**config.mk**
```make
export PLATFORM = sky130hd
export DESIGN_NAME = rau_queue
export DESIGN_NICKNAME = d
export VERILOG_FILES = /design/src/rtl/core/rau_pkg.sv /design/src/rtl/core/rau_queue.sv
export VERILOG_INCLUDE_DIRS = /design/src /design/src/rtl/core
export SDC_FILE = /design/constraint.sdc
export NUM_CORES = 1
export LEC_CHECK = 0
export BUFFER_PORTS_ARGS = -buffer_cell sky130_fd_sc_hd__buf_2
export CELL_PAD_IN_SITES_DETAIL_PLACEMENT = 1
export CELL_PAD_IN_SITES_GLOBAL_PLACEMENT = 1
export CORE_AREA = 3 3 164 166
export DETAILED_ROUTE_END_ITERATION = 7
export DIE_AREA = 0 0 167 169
export GPL_ROUTABILITY_DRIVEN = 0
export PLACE_DENSITY_LB_ADDON = 0.12
export SYNTH_ARGS = -nofsm -noshare
export SYNTH_HDL_FRONTEND = slang
export SYNTH_SLANG_ARGS = --single-unit
```
**constraint.sdc**
```tcl
create_clock -name clk -period 7.5 [get_ports clk]
set_input_delay 1.125 -clock clk [delete_from_list [all_inputs] [get_ports clk]]
set_output_delay 1.125 -clock clk [all_outputs]
set_load 0.005 [all_outputs]
```
**src/rtl/core/rational_arithmetic_unit_core_defines.svh**
```systemverilog
// Assertion macros for the rational arithmetic core.
// Included by the core RTL files; compiled out when SYNTH is defined.
`ifndef RATIONAL_ARITHMETIC_UNIT_CORE_DEFINES_SVH
`define RATIONAL_ARITHMETIC_UNIT_CORE_DEFINES_SVH
`ifndef SYNTH
`define RAU_ASSERT(lbl, clk, rst_n, prop) \
  lbl: assert property (@(posedge clk) disable iff (!rst_n) prop) else $error("rau assertion");
`define RAU_ASSERT_RST(lbl, clk, prop) \
  lbl: assert property (@(posedge clk) prop) else $error("rau reset assertion");
`else
`define RAU_ASSERT(lbl, clk, rst_n, prop)
`define RAU_ASSERT_RST(lbl, clk, prop)
`endif
`endif

```
**src/rtl/core/rau_pkg.sv**
```systemverilog
// Shared types and codes for the rational arithmetic core.
// No dependencies.
`default_nettype none
package rau_pkg;
  localparam int unsigned MAG_W = 64;

  typedef enum logic [2:0] {
    ACT_ADD = 3'd0,
    ACT_SUB = 3'd1,
    ACT_MUL = 3'd2,
    ACT_DIV = 3'd3,
    ACT_CMP = 3'd4
  } action_t;

  typedef enum logic [1:0] {
    ST_OK       = 2'd0,
    ST_ZERO_DEN = 2'd1,
    ST_OVERFLOW = 2'd2
  } status_t;

  typedef enum logic [2:0] {
    BK_IDLE,
    BK_MUL1,
    BK_MUL2,
    BK_COMB,
    BK_GCD,
    BK_DIV,
    BK_DONE
  } bk_state_t;

  // classified item passed from the front end to the back end
  typedef struct packed {
    logic        direct;
    logic [1:0]  status;
    logic        is_equal;
    logic [2:0]  action;
    logic [31:0] an;
    logic [31:0] ad;
    logic [31:0] bn;
    logic [31:0] bd;
  } job_t;
endpackage
`default_nettype wire

```
**src/rtl/core/rau_queue.sv**
```systemverilog
// Two-entry item queue between front and back ends.
// Depends on rau_pkg.
`default_nettype none
module rau_queue (
  input  logic          clk,
  input  logic          rst_n,
  input  logic          wr_en,
  input  rau_pkg::job_t wr_job,
  output logic          full,
  input  logic          rd_en,
  output logic          rd_valid,
  output rau_pkg::job_t rd_job
);
  import rau_pkg::*;
  `include "rational_arithmetic_unit_core_defines.svh"

  job_t       mem_r [2];
  logic       wp_r, rp_r;
  logic [1:0] cnt_r;
  logic       do_wr, do_rd;

  assign full     = cnt_r == 2'd2;
  assign rd_valid = cnt_r != 2'd0;
  assign rd_job   = mem_r[rp_r];
  assign do_wr    = wr_en && !full;
  assign do_rd    = rd_en && rd_valid;

  always_ff @(posedge clk) begin
    if (!rst_n) begin
      wp_r  <= 1'b0;
      rp_r  <= 1'b0;
      cnt_r <= 2'd0;
    end else begin
      if (do_wr) wp_r <= ~wp_r;
      if (do_rd) rp_r <= ~rp_r;
      cnt_r <= cnt_r + {1'b0, do_wr} - {1'b0, do_rd};
    end
    if (do_wr) mem_r[wp_r] <= wr_job;
  end

  `RAU_ASSERT(a_q_cnt, clk, rst_n, cnt_r <= 2'd2)
  `RAU_ASSERT(a_q_ptr, clk, rst_n, (cnt_r == 2'd1) |-> (wp_r != rp_r))
  `RAU_ASSERT(a_q_ptr2, clk, rst_n, (cnt_r != 2'd1) |-> (wp_r == rp_r))
endmodule
`default_nettype wire

```
### Yosys cells after proc, flatten, opt, wreduce, memory -nomap -nowiden

Memory sizes are Yosys's and may differ from the RTL's. A register that Yosys moved wholly into a read port is not among the register bits.
Index checks and enable logic that the tools add are counted.

| storage, ports and cells | value |
|---|---|
| register bits after elaboration | 4 |
| RAM bits | 270 |
| input bits | 139 |
| output and inout port bits | 137 |
| word-level logic and storage cells | 17 |
| memories kept | 1 |

Memories:

| name | words | width | read ports | clocked after Yosys merged registers in | wr ports | line | source |
|---|---|---|---|---|---|---|---|
| mem_r | 2 | 135 | 1 | 1 | 1 | rau_queue.sv:17 | `job_t mem_r [2];` |

| operators by class | value |
|---|---|
| add/subtract/negate cells | 2 |
| eq/ne operators | 1 |
| multiplexer cells | 4 |
| bitwise gates (word level) | 2 |
| reductions and logical operators | 4 |

Operators with widths:

| cell | count |
|---|---|
| $mux W1 | 4 |
| $add A2 B1 Y2 | 1 |
| $eq A2 B2 Y1 const B | 1 |
| $logic_and A1 B1 Y1 | 2 |
| $not A1 Y1 | 2 |
| $reduce_bool A2 Y1 | 1 |
| $sub A2 B1 Y2 | 1 |
| $logic_not A1 Y1 | 1 |

### Depth between registers and ports, before layout

| depth | value |
|---|---|
| depth after elaboration | 5 |
| depth in mapped cells | 8 |
| depth with buffers taken out | 8 |

### Worst setup path before layout

OpenSTA, ideal clock, no wires.

| timing path | value |
|---|---|
| kind | input port to flip-flop |
| start point | input wr_en |
| end point | memory mem_r[0][0] (netlist bit) (enable) |
| setup time | 0.631 ns |
| arrival time | 6.826 ns |
| data required time | 6.869 ns |
| setup slack | 0.043 ns |
| stages | 2 |
| buffers on the path | 0 |
| path through | nand2_1 nor2_1 |

| between the ends | value |
|---|---|
| cells in the longest elaborated chain, start to end | 3 |

RTL lines:

| what | line | source |
|---|---|---|
| start: declaration | rau_queue.sv:7 | `input logic wr_en,` |
| $logic_and A1 B1 Y1 | rau_queue.sv:25 | `assign do_wr = wr_en && !full;` |
| $mux W1 | rau_queue.sv:38 | `if (do_wr) mem_r[wp_r] <= wr_job;` |
| $mux W1 (not written as such) | rau_queue.sv:38 |  |
| end: declaration | rau_queue.sv:17 |  |

No other way between the ends.

==> run summary <==
Syn Std Cell Area: 10200 um^2
Layout cells sized above 1: 59.8%
CP max stage delay: 0.81 ns
Syn Area/Cell: 22.8 um^2
Initial antenna violation count: 5
CP startpoint kind: register
H-tree depth: 1
Yosys warns: 0
Nets: 882
Worst path required time: 6.38 ns
Post-CTS Setup Inserts: 0
CTS Buf Count: 29
Syn Inst Count: 446
Die width: 167 um
Resized cells post-CTS: 0
Net Sw Power: 1.05 mW
Via/cell ratio: 4.66
Clk Latency, worst-skew pair: 0.54 ns
Tcrit/Tclk final: 48.9%
Critical path capture point type: primary output
Post-Syn Nets: 587
Critical-path cell list: buf_4 > mux2_2 > buf_2
Crit-path slowest cell: buf_4
Cell Count, Final, Fillers Out: 1099
Clk buf depth: 3
Outcome: finished, final reports clean
Sequential area share after synthesis: 80.7%
Crit path max fanout: 55
Via count: 5118
Seq cells post-synth: 275
Clock Power Share: 31.1%
Layer with the highest usage: met2
Largest net degree at the start of global routing: 101
Int Pwr: 3.18 mW
Boundary Pins: 276
Core area: 25800 um^2
Final setup viols: 0
Full die area: 28200 um^2
Congestion Overflow GR: 0
Hold Path Class: register to register
CTS tree: built
Crit path max-delay family: buffers and inverters
Worst clock skew: 0.0156 ns
Input/output buffers: 275
Max cap viols: 0
RSZ-0062 raised after global routing: no
Met3 GRT Util: 4.79%
Max_slew headroom: 23.0%
Clk root buf: clkbuf_16
Global-route wire length before repair: 31700 um
Area Growth Syn to Fin: 25.7%
Worst vdd ir: 0.199 mV
Switching Share: 24.8%
Combinational share of power: 21.7%
Met2 Track Usage GR: 24.3%
Row count: 59
Initial core utilization: 39.5%
Hold buffer count at cts: 0
Placed Instances: 1045
Vias in the first global route: 5709
Worst setup path class: register to primary output
Count of different cell masters after synthesis: 18
Met1 Track Usage GR: 17.4%
Routed WL per cell: 19.1 um
Final WL: 21000 um
Crit path DAT: 2.54 ns
HPWL Detailed: 13900 um
Hold Vio Cnt, Final: 0
Worst-path clk slew: 0.06 ns
Antenna-violating nets left: 0
First drt pass iteration count: 4
Critical path buffers and inverters: 2
# DRC: 0
Static leakage: 4.86 nW
CTS sink cnt: 275
Flop pwr share: 47.2%
Fin Setup TNS: 0 ns
Minimum clock period: 3.67 ns
Least-Margin Pin Slew: 1.15 ns
Pwr/cell area: 331 nW/um^2
Vert. Die Dim: 169 um
GRT Total Usage: 14.2%
Initial DRC count: 211
Worst Hold Slack: 0.519 ns
F_max: 273 MHz
Final Slew Violations: 0
-- through the flow --
| step | instance area (um^2) | utilization, % | worst slack (ns) | power, mW |
|---|---|---|---|---|
| floorplan | 10200 | - | 0.0431 | 2.62 |
| global placement | 11900 | 46.2 | 4.07 | 2.95 |
| detailed placement | 11900 | 46.2 | 4.03 | 2.98 |
| CTS | 12800 | 49.6 | 3.77 | 4.32 |
| global route | 12800 | 49.6 | 3.68 | 4.45 |
| finish | 12800 | 49.6 | 3.83 | 4.23 |
-- area by class of cell --
type,count,area [um^2]
fill,2483,13000
sequential,275,8210
multi-input combinational,153,1840
timing repair buffer,279,1420
clock buffer,34,744
tap,335,419
clock inverter,18,133
inverter,3,11.3
antenna,2,5.00
-- cells by family after synthesis --
group | synth area share [%]
buffers and inverters | 1.28
adder cells (fa/ha/maj) | 0.246
XOR/XNOR | 0.258
flip-flops | 80.7
multiplexers | 16.9
AND/OR/NAND/NOR | 0.529
AO/OA/AOI/OAI | 0.0739
-- routing by layer --
metal  routed length, um  vias up
li1                    -     2359
met1                8410     2507
met2               10300      210
met3                1750       36
met4                 423        6
met5                  34        -
-- tightest hold or removal path: stages (launching register included) --
cell and delay (ns):
dfxtp_1 0.33, xnor2_1 0.08, nor2_1 0.08
-- power groups by stage --
stage               Sequential (mW)  Clock [mW]  Combinational (mW)
finish                         2.00        1.32               0.919
global route                   2.02        1.43                1.01
CTS                            2.00        1.36               0.951
detailed placement             2.03           0               0.945
global placement               2.02           0               0.931
floorplan                      2.04           0               0.582
-- cell usage in the layout, fill, tap and decap left out --
cell type	synthesis	final
dfxtp_4	0	1
clkinv_1	0	9
and2_1	1	1
and3_4	0	1
diode_2	0	2
inv_1	3	3
or2_2	1	1
dfxtp_1	5	4
buf_4	0	3
nand2_1	2	2
mux2i_1	1	1
clkbuf_1	0	5
buf_12	0	1
xor2_1	1	1
edfxtp_1	270	270
mux2_2	85	85
xnor2_1	2	2
mux2_4	50	50
bufinv_16	0	2
nor2_4	0	1
nor2_1	4	3
ha_1	2	2
o21a_1	1	1
clkinv_2	0	6
inv_6	0	1
nand2b_1	2	2
clkbuf_16	0	29
buf_2	8	275
-- worst paths after layout --
check / slack (ns) / depth (start not counted) / start / endpoint
worst max-delay path: 3.83 / 3 / register / rd_job[6]
worst min-delay path: 0.52 / 2 / rp_r$_SDFFE_PN0P_ / rp_r$_SDFFE_PN0P_
worst max register to register: 4.71 / 3 / cnt_r[0]$_SDFF_PN0_ / mem_r[1][107]$_DFFE_PP_
worst min register to register: 0.52 / 2 / rp_r$_SDFFE_PN0P_ / rp_r$_SDFFE_PN0P_
-- sequential cells by signal, summed over array words and instances (netlist names), named ones only --
register  flops
cnt_r         2
mem_r       270
rp_r          1
wp_r          1
-- Yosys cell counts (all sizes together) --
cell type | instances | share of area (%)
nand2 | 2 | 0.074
edfxtp | 270 | 80
xnor2 | 2 | 0.17
inv | 3 | 0.11
o21a | 1 | 0.074
mux2i | 1 | 0.098
dfxtp | 5 | 0.98
nor2 | 4 | 0.15
buf | 15 | 1.2
and3 | 1 | 0.062
nand2b | 2 | 0.12
and2 | 1 | 0.062
or2 | 1 | 0.062
ha | 2 | 0.25
xor2 | 1 | 0.086
mux2 | 135 | 17
Power figures use the tool's default switching activity.
