<file path="config.mk">
export PLATFORM = sky130hd
export DESIGN_NAME = rau_front
export DESIGN_NICKNAME = d
export VERILOG_FILES = /design/src/rtl/core/rational_arithmetic_unit_core_defines.svh /design/src/rtl/core/rau_pkg.sv /design/src/rtl/core/rau_front.sv
export SDC_FILE = /design/constraint.sdc
export NUM_CORES = 1
export LEC_CHECK = 0
export BUFFER_PORTS_ARGS = -buffer_cell sky130_fd_sc_hd__buf_4
export CAP_MARGIN = 15
export CORE_MARGIN = 2
export CORE_UTILIZATION = 40
export DETAILED_ROUTE_END_ITERATION = 16
export GPL_TIMING_DRIVEN = 0
export HOLD_SLACK_MARGIN = 0.02
export PLACE_DENSITY = 0.76
export REMOVE_ABC_BUFFERS = 1
export SLEW_MARGIN = 5
export SYNTH_ARGS = -nofsm -noshare
export SYNTH_HDL_FRONTEND = slang
export SYNTH_SLANG_ARGS = --single-unit
</file>
<file path="constraint.sdc">
create_clock -name clk -period 11.5 [get_ports clk]
set_clock_uncertainty 0.15 [all_clocks]
set_input_delay 1.725 -clock clk [delete_from_list [all_inputs] [get_ports clk]]
set_output_delay 1.725 -clock clk [all_outputs]
set_load 0.01 [all_outputs]
</file>
<file path="src/rtl/core/rational_arithmetic_unit_core_defines.svh">
// Assertion macros for the rational arithmetic core.
// Included by the core RTL files; compiled out when SYNTH is defined.
`ifndef RATIONAL_ARITHMETIC_UNIT_CORE_DEFINES_SVH
`define RATIONAL_ARITHMETIC_UNIT_CORE_DEFINES_SVH
`ifndef SYNTH
`define RAU_ASSERT(lbl, clk, rst_n, prop) \
  lbl: assert property (@(posedge clk) disable iff (!rst_n) prop) else $error("rau assertion");
`define RAU_ASSERT_RST(lbl, clk, prop) \
  lbl: assert property (@(posedge clk) prop) else $error("rau reset assertion");
`else
`define RAU_ASSERT(lbl, clk, rst_n, prop)
`define RAU_ASSERT_RST(lbl, clk, prop)
`endif
`endif

</file>
<file path="src/rtl/core/rau_pkg.sv">
// Shared types and codes for the rational arithmetic core.
// No dependencies.
`default_nettype none
package rau_pkg;
  localparam int unsigned MAG_W = 64;

  typedef enum logic [2:0] {
    ACT_ADD = 3'd0,
    ACT_SUB = 3'd1,
    ACT_MUL = 3'd2,
    ACT_DIV = 3'd3,
    ACT_CMP = 3'd4
  } action_t;

  typedef enum logic [1:0] {
    ST_OK       = 2'd0,
    ST_ZERO_DEN = 2'd1,
    ST_OVERFLOW = 2'd2
  } status_t;

  typedef enum logic [2:0] {
    BK_IDLE,
    BK_MUL1,
    BK_MUL2,
    BK_COMB,
    BK_GCD,
    BK_DIV,
    BK_DONE
  } bk_state_t;

  // classified item passed from the front end to the back end
  typedef struct packed {
    logic        direct;
    logic [1:0]  status;
    logic        is_equal;
    logic [2:0]  action;
    logic [31:0] an;
    logic [31:0] ad;
    logic [31:0] bn;
    logic [31:0] bd;
  } job_t;
endpackage
`default_nettype wire

</file>
<file path="src/rtl/core/rau_front.sv">
// Front end: sign-extends operands, decodes the action and settles the
// trivial cases. Depends on rau_pkg.
`default_nettype none
module rau_front #(
  parameter int unsigned WORD_WIDTH = 32
) (
  input  logic              clk,
  input  logic              rst_n,
  input  logic              in_push,
  output logic              in_full,
  input  logic [2:0]        in_action,
  input  logic [31:0]       in_a_num,
  input  logic [31:0]       in_a_den,
  input  logic [31:0]       in_b_num,
  input  logic [31:0]       in_b_den,
  output logic              q_push,
  input  logic              q_full,
  output rau_pkg::job_t     q_job
);
  import rau_pkg::*;

  logic        valid_r, valid_nxt;
  job_t        job_r, job_nxt;
  logic [31:0] an, ad, bn, bd;
  logic        accept;

  function automatic logic [31:0] sext(input logic [31:0] x);
    logic [31:0] r;
    r = x;
    for (int i = 0; i < 32; i++) begin
      if (i >= int'(WORD_WIDTH)) r[i] = x[WORD_WIDTH-1];
    end
    return r;
  endfunction

  assign an = sext(in_a_num);
  assign ad = sext(in_a_den);
  assign bn = sext(in_b_num);
  assign bd = sext(in_b_den);

  assign in_full = valid_r && q_full;
  assign accept  = in_push && !in_full;
  assign q_push  = valid_r;
  assign q_job   = job_r;

  always_comb begin
    job_nxt          = job_r;
    valid_nxt        = valid_r;
    if (valid_r && !q_full) valid_nxt = 1'b0;
    if (accept) begin
      valid_nxt       = 1'b1;
      job_nxt.action  = in_action;
      job_nxt.an      = an;
      job_nxt.ad      = ad;
      job_nxt.bn      = bn;
      job_nxt.bd      = bd;
      job_nxt.is_equal = 1'b0;
      job_nxt.status  = ST_OK;
      job_nxt.direct  = 1'b0;
      if (in_action > ACT_CMP) begin
        job_nxt.direct = 1'b1;
      end else if (ad == '0 || bd == '0) begin
        job_nxt.direct = 1'b1;
        job_nxt.status = ST_ZERO_DEN;
      end else if (in_action == ACT_DIV && bn == '0) begin
        job_nxt.direct = 1'b1;
        job_nxt.status = ST_ZERO_DEN;
      end
    end
  end

  always_ff @(posedge clk) begin
    if (!rst_n) valid_r <= 1'b0;
    else        valid_r <= valid_nxt;
    job_r <= job_nxt;
  end
endmodule
`default_nettype wire

</file>
After elaboration in Yosys (flattened, before gate mapping)
Cells that the tools add are included.

word-level totals
  register bits after elaboration = 135
  input bits = 135

cells by class
  mux-type cells = 4
  reductions and logical operators = 12
  order comparisons = 1
  equal/unequal tests = 1

operators by type and width
  operator              count
  $logic_not A32 Y1     3
  $logic_and A1 B1 Y1   4
  $eq A3 B2 Y1 const B  1
  $gt A3 B3 Y1 const B  1
  $mux W1               3
  $mux W3               1
  $logic_not A1 Y1      2
  $reduce_bool A2 Y1    1
  $reduce_or A2 Y1      1
  $logic_or A1 B1 Y1    1

Longest topological paths before layout
  depth after elaboration = 4
  mapped depth = 4
  depth with buffers taken out = 4

Worst setup path after synthesis
Ideal clock, no wire load.

  path type = in2reg
  start = in q_full
  end = reg job_r (netlist bit q_job[0]), enable pin
  cell stages on the path = 2
  buffers on the path = 0
  required time = 10708 ps
  slack = 2905 ps
  data arrival time = 7803 ps
  path through = and2_1 > nor2b_1

on the way
  word-level cells in the longest chain between the ends = 3

ends and longest elaborated chain
  item                    line             text
  start: declaration      rau_front.sv:17  input logic q_full,
  $logic_and A1 B1 Y1     rau_front.sv:41  assign in_full = valid_r && q_full;
  $logic_not A1 Y1        rau_front.sv:42  assign accept = in_push && !in_full;
  $logic_and A1 B1 Y1     rau_front.sv:42
  via accept              rau_front.sv:25  logic accept;
  end signal: assignment  rau_front.sv:75  job_r <= job_nxt;
  end: declaration        rau_front.sv:23  job_t job_r, job_nxt;

The timed path passes the listed nets, and every way through them passes these cells.
A chain may end at the register's enable or synchronous reset.

Worst setup path after layout
  start = in q_full
  end = out in_full

on the way
  word-level cells in the longest chain between the ends = 1

ends and longest elaborated chain
  item                 line             text
  $logic_and A1 B1 Y1  rau_front.sv:41
  end: declaration     rau_front.sv:10  output logic in_full,

No other way between the ends.

==> run_results.csv <==
group,metric,value,unit
status,status,"completed",
critical_path,cp-start-kind,"input pin",
logic_synthesis,syn_area,4303,sq um
clock_tree,cts_root_buf,"clkbuf_8",
pwr,peakVddDrop,0.00008097,V
floorplan,fp.dieArea,11600,sq um
routing,routed_wl,11.00,mm
logic_synthesis,synth_cell_types,18,
pwr,p_switching,0.2512,mW
placed_design,place.gp.congestion,0.7827,
logic_synthesis,muxShareOfSynthArea,0,%
critical_path,endpoint_kind,"output pin",
critical_path,crit_chain,"buf_4, and2_1, buf_4",
logic_synthesis,synth.most_common_cell,"edfxtp_1",
critical_path,timing.rr.start,"q_push$_SDFFE_PN0P_",
clock_tree,hold_buffers,0,
sta,slew_violations,0,
logic_synthesis,ys_ff_latch,134,
routing,drc,0,
critical_path,worstPathMaxFanout,3,
clock_tree,cts.sinks,134,
global_routing,grt_use_met3,7.264,%
pwr,internal-power,0.9411,mW
routing,wl_per_cell,17.86,um
pwr,sequentialPowerShare,48.6,%
sta,clock.fmax,246.9,MHz
logic_synthesis,synth_common_cells,"edfxtp_1 (133), nor4_1 (21), nand4_1 (5)",
global_routing,use_met1,19.15,%
critical_path,max_stage_delay,0.19,ns
logic_synthesis,ys_seq_area_share,93.28,%
global_routing,grt_usage,18.76,%
logic_synthesis,synth_top_family_by_area,"simple AND/OR/NAND/NOR gates",
hold_path,hp-start,"q_push$_SDFFE_PN0P_",
placed_design,pre_cts_ws,7.448,ns
pwr,power_frac_comb,9.8,%
floorplan,fp.dieH,107.7,um
sta,worstMarginPinSlew,0.5521,ns
global_routing,grt_busiest_layer,"met2",
logic_synthesis,yosys.area.top_type,"edfxtp_1",
global_routing,overflow,0,
global_routing,grt_pass1_vias,2925,
global_routing,antenna_found_initial,0,
pwr,cellPowerDensity,167.4,nW/um^2
sta,fin_crit,4.049,ns
logic_synthesis,synth_warnings,0,
critical_path,crit_required,9.63,ns
clock_tree,cts_buffers,17,
logic_synthesis,async_flop_share,0,%
critical_path,worst-path-buf-inv,2,
clock_tree,htree_levels,4,
clock_tree,cts_tree,"done",
hold_path,hp-class,"reg2reg",
clock_tree,cts_resized,0,
pwr,p_leak,2.929,nW
logic_synthesis,synthFlopType,"edfxtp_1",
global_routing,grt_use_met2,32.61,%
logic_synthesis,yosysTopAreaCellShare,92.82,%
floorplan,start_util,41.49,%
sta,setup_viol,0,
global_routing,grt_max_degree,37,
clock_tree,post-cts-setup-buffers,0,
critical_path,path_class,"in2out",
floorplan,rows,37,
routing,first_iter_violations,74,
routing,dr.pass1.iters,4,
placed_design,dp_hpwl,8.541,mm
sta,slew_headroom,62.86,%
logic_synthesis,synth_edf_count,133,
routing,antenna_left,0,
clock_tree,path_clk_slew,0.06,ns
clock_tree,clkLatencyLatePin,0.50,ns
placed_design,io_buffers,269,
floorplan,die_w,107.7,um
pwr,switching_share,21.07,%
floorplan,core_area,10370,sq um
sta,rsz0062_at_grt,"no",
logic_synthesis,synth_area_per_cell,24.31,sq um
pwr,power_frac_clock,41.6,%
logic_synthesis,synthXorXnorAreaFrac,0,%
logic_synthesis,synth_compound_area_share,0.7560,%
critical_path,cp_slowest_cell,"and2_1",
sta,period_share,35.21,%
sta,hold_viol,0,
sta,layout_setup_ws,7.451,ns
cells_and_area,final_nets,603,
cells_and_area,layout-drive-gt1-share,63.96,%
flow_run,max-cap-violations,0,
critical_path,cp_top_family,"buffers and inverters",
critical_path,cpMostUsedCell,"buf_4",
critical_path,cp-startpoint,"q_full",
logic_synthesis,yosys.area_share.simple,5.525,%
floorplan,ioPinCount,272,
critical_path,cp.arrival,2.17,ns
pwr,power,1.192,mW
sta,tns,0,ns
logic_synthesis,synthTopCellsByArea,"edfxtp_1 (93%), nor4_1 (3.1%), nand4_1 (0.73%), nor4_2 (0.58%), dfxtp_1 (0.47%)",
logic_synthesis,synthCells,177,
routing,num_vias,2926,
routing,vias_per_cell,4.750,
global_routing,grt_pass1_wl,15.52,mm
logic_synthesis,synth_fa_ha_area_share,0,%
clock_tree,cts.path.max_buffers,2,
cells_and_area,syn2layout_area_growth,65.48,%
cells_and_area,antenna-diode-count,0,
logic make-up after synthesis:
logic type,count (synthesis)
simple gates,36
compound gates,4
buf+inv,2
flops,134
other cells,1
worst reg2reg max path, delay by kind of cell, from the launching register on:
family,cells,cell delay [ns]
buffers and inverters,2,0.50
and+or+nand+nor,2,0.45
DFF,1,0.30
layer usage:
| metal | wire, um | vias to the layer above |
|---|---|---|
| li1 | - | 1331 |
| met1 | 3630 | 1407 |
| met2 | 5911 | 164 |
| met3 | 1135 | 24 |
| met4 | 328 | 0 |
| met5 | 0 | - |
path summary, 6_finish.rpt:
kind                               to  cells past startpoint  slack, ns
setup / recovery              in_full                      3       7.45
hold / removal    q_push$_SDFFE_PN0P_                      2       0.52
setup reg to reg  q_job[24]$_DFFE_PP_                      4       9.78
hold reg to reg   q_push$_SDFFE_PN0P_                      2       0.52
flip-flops by register name (all words and copies together), names as in the netlist:
name / count
q_job: 133
q_push: 1
through the flow:
stage | util, % | instance area, sq um | std cells | hold WS (ns)
global placement | 62.50 | 6481 | 581 | 0.4457
global route | 68.67 | 7121 | 616 | 0.5539
floorplan | - | 4292 | 176 | 0.5618
CTS | 68.67 | 7121 | 616 | 0.5208
detailed placement | 63.34 | 6569 | 585 | 0.5066
finish | 68.67 | 7121 | 616 | 0.5160
cell usage in the layout, fill, tap and decap left out, drive strengths merged:
master / Yosys / layout
a21boi: 1 / 1
and2: 1 / 1
and4bb: 1 / 1
buf: 2 / 273
bufinv: 0 / 2
clkbuf: 0 / 17
clkinv: 0 / 7
clkinvlp: 0 / 5
conb: 1 / 2
dfxtp: 1 / 1
edfxtp: 133 / 133
nand2: 1 / 1
nand3: 2 / 2
nand4: 5 / 5
nor2b: 1 / 1
nor3: 1 / 1
nor4: 23 / 23
o21a: 1 / 1
o21ai: 1 / 1
o22a: 1 / 1
or3: 1 / 1
power by group through the flow:
stage | Sequential (mW) | Combinational [mW] | Clock [mW]
finish | 0.579 | 0.117 | 0.496
global route | 0.582 | 0.125 | 0.530
CTS | 0.580 | 0.118 | 0.508
detailed placement | 0.589 | 0.118 | 0
global placement | 0.596 | 0.111 | 0
floorplan | 0.610 | 0.0112 | 0
cell type report:
cell class                      count  area [sq um]
Timing Repair Buffer              273          2100
Clock buffer                       17         414.1
Tap cell                          136         170.2
Clock inverter                     14         137.6
Fill cell                         712          3249
Sequential cell                   134          4014
Multi-Input combinational cell     42         285.3
Note: power is estimated with default switching activity, not from simulation.
